## src/rtl/lpht_pkg.sv

```systemverilog
// lpht_pkg: shared types, codes and sizes for the linear probing hash table
// used by every module under rtl/, no dependencies of its own
package lpht_pkg;

  localparam int KEY_W       = 64;
  localparam int OFF_W       = 64;
  localparam int CMD_W       = 2;
  localparam int STATUS_W    = 2;
  localparam int IN_DATA_W   = KEY_W + OFF_W;
  localparam int IN_USER_W   = CMD_W;
  localparam int OUT_DATA_W  = OFF_W;
  localparam int OUT_USER_W  = 1 + STATUS_W;

  // configuration port
  localparam int CFG_DATA_W  = 32;
  localparam int CFG_ADDR_W  = 3;
  localparam int CFG_IDX_W   = 1;
  localparam int CAP_CFG_W   = 11;
  localparam logic [CAP_CFG_W-1:0] CAP_RESET = 11'd16;
  localparam logic [CFG_IDX_W-1:0] REG_CAPACITY = 1'b0;

  localparam int MIN_CAPACITY        = 16;
  localparam int DEFAULT_TABLE_DEPTH = 1024;

  // remainder unit retires this many dividend bits per cycle
  localparam int RADIX_BITS  = 4;
  localparam int DIV_STEPS   = KEY_W / RADIX_BITS;
  localparam int DIV_CNT_W   = $clog2(DIV_STEPS + 1);

  typedef enum logic [CMD_W-1:0] {
    CMD_CLEAR  = 2'd0,
    CMD_INSERT = 2'd1,
    CMD_LOOKUP = 2'd2,
    CMD_NOP    = 2'd3
  } cmd_e_t;

  typedef enum logic [STATUS_W-1:0] {
    STATUS_OK        = 2'd0,
    STATUS_NOT_FOUND = 2'd1,
    STATUS_FULL      = 2'd2,
    STATUS_ZERO      = 2'd3
  } status_e_t;

  // controller to datapath
  typedef struct packed {
    logic      accept;
    logic      div_start;
    logic      probe_init;
    logic      probe_advance;
    logic      ins_write;
    logic      clr_start;
    logic      clr_write;
    logic      load_result;
    logic      res_found;
    status_e_t res_status;
  } ctl_t;

  // datapath to controller
  typedef struct packed {
    cmd_e_t in_cmd;
    logic   in_hash_zero;
    logic   op_insert;
    logic   div_busy;
    logic   slot_empty;
    logic   slot_match;
    logic   probe_last;
    logic   clr_last;
    logic   out_free;
  } sts_t;

endpackage

```

## src/rtl/lpht_ctrl.sv

```systemverilog
// lpht_ctrl: command sequencer for clear, insert and lookup
// depends on lpht_pkg
module lpht_ctrl (
  input  logic           clk,
  input  logic           rst,
  input  logic           in_valid,
  output logic           in_ready,
  input  lpht_pkg::sts_t sts,
  output lpht_pkg::ctl_t ctl
);
  import lpht_pkg::*;

  typedef enum logic [6:0] {
    ST_INIT      = 7'b0000001,
    ST_IDLE      = 7'b0000010,
    ST_CLEAR     = 7'b0000100,
    ST_DIVIDE    = 7'b0001000,
    ST_PROBE_RD  = 7'b0010000,
    ST_PROBE_CHK = 7'b0100000,
    ST_RESULT    = 7'b1000000
  } state_t;

  state_t    state;
  state_t    state_next;
  logic      res_found;
  logic      res_found_next;
  status_e_t res_status;
  status_e_t res_status_next;

  always_comb begin
    state_next      = state;
    res_found_next  = res_found;
    res_status_next = res_status;
    ctl             = '0;
    ctl.res_found   = res_found;
    ctl.res_status  = res_status;
    in_ready        = 1'b0;
    case (state)
      ST_INIT: begin
        // sweep after reset empties every slot
        ctl.clr_write = 1'b1;
        if (sts.clr_last) state_next = ST_IDLE;
      end
      ST_IDLE: begin
        in_ready = 1'b1;
        if (in_valid) begin
          ctl.accept      = 1'b1;
          res_found_next  = 1'b0;
          res_status_next = STATUS_OK;
          case (sts.in_cmd)
            CMD_CLEAR: begin
              ctl.clr_start = 1'b1;
              state_next    = ST_CLEAR;
            end
            CMD_INSERT, CMD_LOOKUP: begin
              if (sts.in_hash_zero) begin
                res_status_next = STATUS_ZERO;
                state_next      = ST_RESULT;
              end else begin
                ctl.div_start = 1'b1;
                state_next    = ST_DIVIDE;
              end
            end
            default: state_next = ST_RESULT;
          endcase
        end
      end
      ST_CLEAR: begin
        ctl.clr_write = 1'b1;
        if (sts.clr_last) state_next = ST_RESULT;
      end
      ST_DIVIDE: begin
        if (!sts.div_busy) begin
          ctl.probe_init = 1'b1;
          state_next     = ST_PROBE_RD;
        end
      end
      ST_PROBE_RD: begin
        state_next = ST_PROBE_CHK;
      end
      ST_PROBE_CHK: begin
        if (sts.op_insert && sts.slot_empty) begin
          ctl.ins_write = 1'b1;
          state_next    = ST_RESULT;
        end else if (!sts.op_insert && sts.slot_empty) begin
          res_status_next = STATUS_NOT_FOUND;
          state_next      = ST_RESULT;
        end else if (!sts.op_insert && sts.slot_match) begin
          res_found_next = 1'b1;
          state_next     = ST_RESULT;
        end else if (sts.probe_last) begin
          res_status_next = STATUS_FULL;
          state_next      = ST_RESULT;
        end else begin
          ctl.probe_advance = 1'b1;
          state_next        = ST_PROBE_RD;
        end
      end
      ST_RESULT: begin
        // wait here while the previous result is still held
        if (sts.out_free) begin
          ctl.load_result = 1'b1;
          state_next      = ST_IDLE;
        end
      end
      default: state_next = ST_INIT;
    endcase
  end

  always_ff @(posedge clk) begin
    if (rst) begin
      state      <= ST_INIT;
      res_found  <= 1'b0;
      res_status <= STATUS_OK;
    end else begin
      state      <= state_next;
      res_found  <= res_found_next;
      res_status <= res_status_next;
    end
  end

endmodule

```

## config.mk

```make
export PLATFORM = sky130hd
export DESIGN_NAME = lpht_ctrl
export DESIGN_NICKNAME = d
export VERILOG_FILES = /design/src/rtl/lpht_pkg.sv /design/src/rtl/lpht_ctrl.sv
export SDC_FILE = /design/constraint.sdc
export NUM_CORES = 1
export LEC_CHECK = 0
export ABC_AREA = 1
export BUFFER_PORTS_ARGS = -buffer_cell sky130_fd_sc_hd__buf_2
export CORE_MARGIN = 2
export CORE_UTILIZATION = 53
export DETAILED_ROUTE_END_ITERATION = 10
export PLACE_DENSITY_LB_ADDON = 0.2
export SLEW_MARGIN = 20
export SYNTH_ARGS = -nofsm -noshare
export SYNTH_HDL_FRONTEND = slang
export SYNTH_SLANG_ARGS = --single-unit
export TNS_END_PERCENT = 30
```

## constraint.sdc

```tcl
create_clock -name clk -period 3.3 [get_ports clk]
set_clock_uncertainty 0.15 [all_clocks]
set_input_delay 0.66 -clock clk [delete_from_list [all_inputs] [get_ports clk]]
set_output_delay 0.66 -clock clk [all_outputs]
set_load 0.01 [all_outputs]
```

==> impl_results.md, run 1 <==
- PostCTS Resize Cnt: 0
- Max VDD drop: 0.239 mV
- Worst Setup End Kind: output pin
- Num ports: 25
- Clock Pin Slew Worst Setup and Hold Paths: about 60 ps
- Final Non-Filler Cells: roughly 180
- H-tree depth: 1
- Placed cell count: about 170
- Worst flop-to-flop path startpoint: state[0]
- Die width: 42.5 microns
- Xor-xnor portion of the synthesized cell area: 0%
- Pre-CTS setup slack: 1090 ps
- DRT Pass-1 Iters: 5
- Top cells by area, synth: dfxtp_1 (25%), nand2_1 (17%), inv_1 (12%), nor2_1 (11%), nand3_1 (8.9%)
- Number of routed nets with antenna violations: 0
- Post-DP HPWL: roughly 1.5 mm
- Status: finished clean
- Worst-Skew Late Latency: 270 ps
- CTS Sinks: 10
- Post-synth ARST share: 0%
- Slew HR: 80.9%
- Largest family of logic cells by synthesized area: simple AND/OR/NAND/NOR gates
- Post-Syn Nets: 150
- Num CTS Buffers: 3
- Warnings, synthesis: 0
- FF-to-FF End: state[6]
- Vias per inst: 4.97
- Core Area: 1350 sq um
- DRT iter0 DRCs: 28
- Antenna cells: 0
- Syn avg cell area: 5.78 sq um
- CP required: 2490 ps
- Hold_sp: res_status[0]
- Initial antenna violation count: 0
- Via count: 879
- Die area: 1810 sq um
- Arr. time, crit path: ~1400 ps
- Site row count: 13
- Mapped Cells: approximately 140
- # DRC: 0
- Leak Pwr: 0.571 nW
- CTS tree: done
- CP Capture Point: ctl[5]
- Slew @ Worst Pin: between 200 and 300 ps
- Final setup viols: 0
- Fmax: approximately 0.45 GHz
- Seq/Total Area, Yosys: 25.5%
- RSZ-0062 raised after global routing: false
- Most common cell in the synthesized netlist: nand2_1
- Final worst path period share: between 60% and 70%
- Setup repair bufs after CTS: 0
- Final Hold Viols: 0
- Crit path kind: register to output pin
- # nets final: 178
- Hold Path Class: register to register
- Syn Std Cell Area: 786 sq um
- Layout cells sized above 1: between 20% and 30%
- Hold Buf Count CTS: 0
- FF+latch count, synth: 10
- Min cycle time layout: 2240 ps
- Worst setup SP type: register
- Post-synthesis mux area share: 0%
- CP max FO: 8
- DR WL/cell: 9.93 microns
- Post-synthesis simple-gate area fraction: 51.8%
- Post-synth top area share: 25.5%
- PwrDens: 506 nW/um^2
- Top_reg_cell synth: dfxtp_1
- Root Buffer Master: clkbuf_4
- Final Util: 69.6%
- R2R Setup Slk: 1810 ps
- Global-route wire length before repair: 3.11 mm
- Clock Path Buffers: 2
- Synth-to-layout area growth: 19.6%
- Die Ht: 42.5 microns
- Dominant cell type by area after synthesis: dfxtp_1
- Top cells by count, synth: nand2_1 (35), inv_1 (26), nor2_1 (24)
- Final GP Congestion: 0.819
- Final WS setup: about 1100 ps
- TNS Setup: 0 ps
- Compound-cell area share of the yosys netlist: 5.89%
- Netlist cell types: 20
- Largest net degree at the start of global routing: 9
- Number of max-cap violations: 0
- Fin. max-slew vios: 0
- Tot GR Track Use: 22.3%
- Worst Setup SP: state[6]
- Initial Util: 58.2%
- Vias in the first global route: 802
- Total grt overflow: 0
- Cells on worst reg2reg path: 9
- EDFF count, synth: 0
- DRT Wirelength: 1.76 mm
- Adder-Cell Fraction of Synth Area: 1.59%
- I/O Buffers: 24
## state kept, by name (all words and copies together) (netlist names)
name        flops
res_found       1
res_status      2
state           7
## critical path, stage by stage (launching register included)
cell and delay (ps):
dfxtp_1 300, inv_2 100, nand2_4 70, nor2_4 210, nand2_4 100, nor2_4 110
inv_2 60, nor2_4 80, buf_2 130
## layout by cell type (no fill, tap or decap)
cell type   n
nand2_1    35
inv_1      26
nor2_1     24
buf_2      24
nand3_1    14
dfxtp_1    10
inv_2       4
nor2_4      3
a21oi_1     3
o21ai_0     3
clkbuf_4    3
nor2_2      2
nand2_4     2
nand2_2     2
nand3_2     1
nor3_1      1
a21oi_2     1
o211ai_1    1
nand4_1     1
nand4_2     1
ha_1        1
## stage by stage
stage / hold WS, ps / power [mW] / instance area (sq um)
2_1_floorplan: 352 / 0.329 / 786
3_3_place_gp: 347 / 0.380 / 917
3_5_place_dp: 357 / 0.391 / 917
4_1_cts: 369 / 0.473 / 940
5_1_grt: 422 / 0.518 / 940
6_report: 367 / 0.475 / 940
## layout make-up
| cell class | instances | area [sq um] |
|---|---|---|
| inverters | 30 | 113 |
| multi-input cells | 95 | 465 |
| fillers | 121 | 410 |
| clock buffers | 3 | 22.5 |
| repair buffers | 24 | 120 |
| flip-flops and latches | 10 | 200 |
| well taps | 15 | 18.8 |
## power breakdown
part | leakage, nW | switching, mW | internal [mW]
clock network | 0.0138 | 0.0409 | 0.0421
registers | 0.0813 | 0.0108 | 0.141
logic | 0.476 | 0.159 | 0.0817
total | 0.571 | 0.211 | 0.264
## per-layer routing
layer	up-vias	share of wire, %	track usage [%]
met4	0	2.8	7.50
met1	369	43	25.2
met5	-	0	0
met3	9	7.1	3.88
li1	466	-	-
met2	35	47	41.2
## worst min-delay path by stage
stage,to,slack (ps),depth (start not counted)
2_1_floorplan,res_found,350,2
3_3_place_gp,res_status[0],350,4
3_5_place_dp,res_status[0],360,4
4_1_cts,res_status[0],370,4
5_1_grt,res_status[1],420,4
6_report,res_status[0],370,4
## logic make-up (layout without fill, tap and decap cells)
family          Yosys count  after routing
compound gates            8              8
fa+ha+maj                 1              1
buf+inv                  31             57
flops                    10             10
simple gates             86             86
(Power assumes the default switching activity.)
==> run 2, diff against run 1 <==
CORE_UTILIZATION = 44   (was 53)
clock period = 1.8 ns   (was 3.3 ns; I/O delays follow)
==> run 2 against run 1 <==
Net effect: the run now ends with negative setup slack left; power up 120%; utilization fell by 3.9 points; via count up 12%; clock-buffer cell count rose by 1; non-clock buffer count increased by 14; first-iteration DRC count is 3.6% higher; cell count increased by 14%; worst setup slack got worse by 1100 ps; clock power rose to 2.6 times the previous value; sequential cell count did not move.
==> impl_results.md, run 2 (synthesis results as in run 1) <==
- Fin. max-slew vios: 0
- Top cell by count, worst path: nor2_4
- Core Area: around 1700 sq um
- # nets final: ~190
- Vias per inst: about 4.9
- Worst path top cell family by delay: simple AND/OR/NAND/NOR gates
- Final Non-Filler Cells: 202
- Hold Path Class: primary input to register
- Final WS setup: -53.4 ps
- Final setup viols: 5
- CP max FO: 3
- TNS Setup: -155 ps
- CP max-delay cell: dfxtp_2
- Clock Path Buffers: 2
- Internal power: 0.601 mW
- Comb power frac: 52.5%
- Placed cell count: approximately 190
- Leak Pwr: ~0.64 nW
- Worst-Skew Late Latency: roughly 270 ps
- Die width: 46.3 microns
- Final Util: 65.7%
- DRT iter0 DRCs: 29
- Seq pwr share: around 27%
- Most flops, register: state
- CP required: between 1000 and 1500 ps
- Largest regs: state (7), res_status (2), res_found (1)
- Number of routed nets with antenna violations: 0
- Initial antenna violation count: 0
- Crit path kind: register to output pin
- Clock power frac: approximately a fifth
- Final GP Congestion: 0.877
- Commonest non-fill, non-tap cell in the layout: nand2_1
- Worst setup SP type: register
- Min cycle time layout: approximately 1900 ps
- Final Hold Viols: 0
- Most frequent cells in the layout: nand2_1 (31), inv_1 (21), nor2_1 (21), buf_2 (21), buf_4 (14)
- Initial Util: 46.0%
- Antenna cells: 0
- CP peak stage delay: 330 ps
- Largest net degree at the start of global routing: 7
- CTS tree: done
- Total grt overflow: 0
- Critical path cell sequence: inv_2, nand2_4, nor2_4, nand2_4, nor2_4, inv_2, nor2_4, buf_6
- RSZ-0062 raised after global routing: true
- Site row count: 15
- CTS Sinks: 10
- Clock Pin Slew Worst Setup and Hold Paths: 70 ps
- Placed cell areas: 937 sq um
- Arr. time, crit path: 1340 ps
- Slew @ Worst Pin: 212 ps
- Pre-CTS setup slack: 135 ps
- DRT Wirelength: 2.18 mm
- Failing checks: negative setup slack
- Post-DP HPWL: 1.53 mm
- H-tree depth: 1
- Worst Setup End Kind: output pin
- PwrDens: 931 nW/um^2
- Net Sw Frac: 42.5%
- Die Ht: around 46 microns
- DR WL/cell: 10.8 microns
- Die area: 2140 sq um
- Num CTS Buffers: 3
- Fmax: 0.540 GHz
- Max reg flops: 7
- # DRC: 0
- Global-route wire length before repair: roughly 3.3 mm
- Number of max-cap violations: 0
- Hold WS: between 150 and 200 ps
- Tot Pwr: around 1.0 mW
- P_sw: around 0.44 mW
- Via count: 985
- Max VDD drop: around 0.49 mV
- Tot GR Track Use: 21.8%
- Final worst path period share: 103%
- Vias in the first global route: 859
- Bufs and invs on worst path: 3
- Num ports: 25
- I/O Buffers: 24
- Slew HR: 85.8%
- DRT Pass-1 Iters: 4
- Synth-to-layout area growth: 42.8%
- Status: finished, violations left
- Design Area, Final: 1120 sq um
- Layout cells sized above 1: 42.4%
- Root Buffer Master: clkbuf_4
- Hold Buf Count CTS: 0
-- run 2: layout make-up --
class | instances | area (sq um)
fillers | 143 | 586
well taps | 25 | 31.3
multi-input cells | 95 | 493
inverters | 30 | 113
repair buffers | 38 | 244
flip-flops and latches | 10 | 205
clock buffers | 4 | 36.3
-- run 2: power groups by stage --
stage	clock network, mW	registers, mW	logic (mW)
6_report	0.214	0.283	0.548
3_5_place_dp	0	0.284	0.428
5_1_grt	0.227	0.288	0.603
2_1_floorplan	0	0.284	0.320
4_1_cts	0.213	0.281	0.503
3_3_place_gp	0	0.283	0.419
-- run 2: final timing paths --
check / start / end / slack [ps] / cells past startpoint
min: rst / state[2] / 150 / 2
min reg2reg: res_status[0] / res_status[0] / 360 / 4
max: state[4] / ctl[5] / -50 / 8
max reg2reg: state[4] / state[6] / 160 / 11
-- run 2: per-layer routing --
| metal | part of all wire, % | vias to the layer above | track usage (%) |
|---|---|---|---|
| met5 | 0 | - | 0 |
| met4 | 5.0 | 0 | 13.1 |
| met3 | 7.0 | 15 | 2.75 |
| met2 | 48 | 52 | 38.1 |
| met1 | 40 | 427 | 24.9 |
| li1 | - | 491 | - |
-- run 2: what timing repair did --
action	CTS	global route
hold endpoints to repair	0	0
pin swaps	5	4
cloned	0	0
endpoints found under the setup margin	6	9
buffers inserted	11	2
resized for setup	12	10
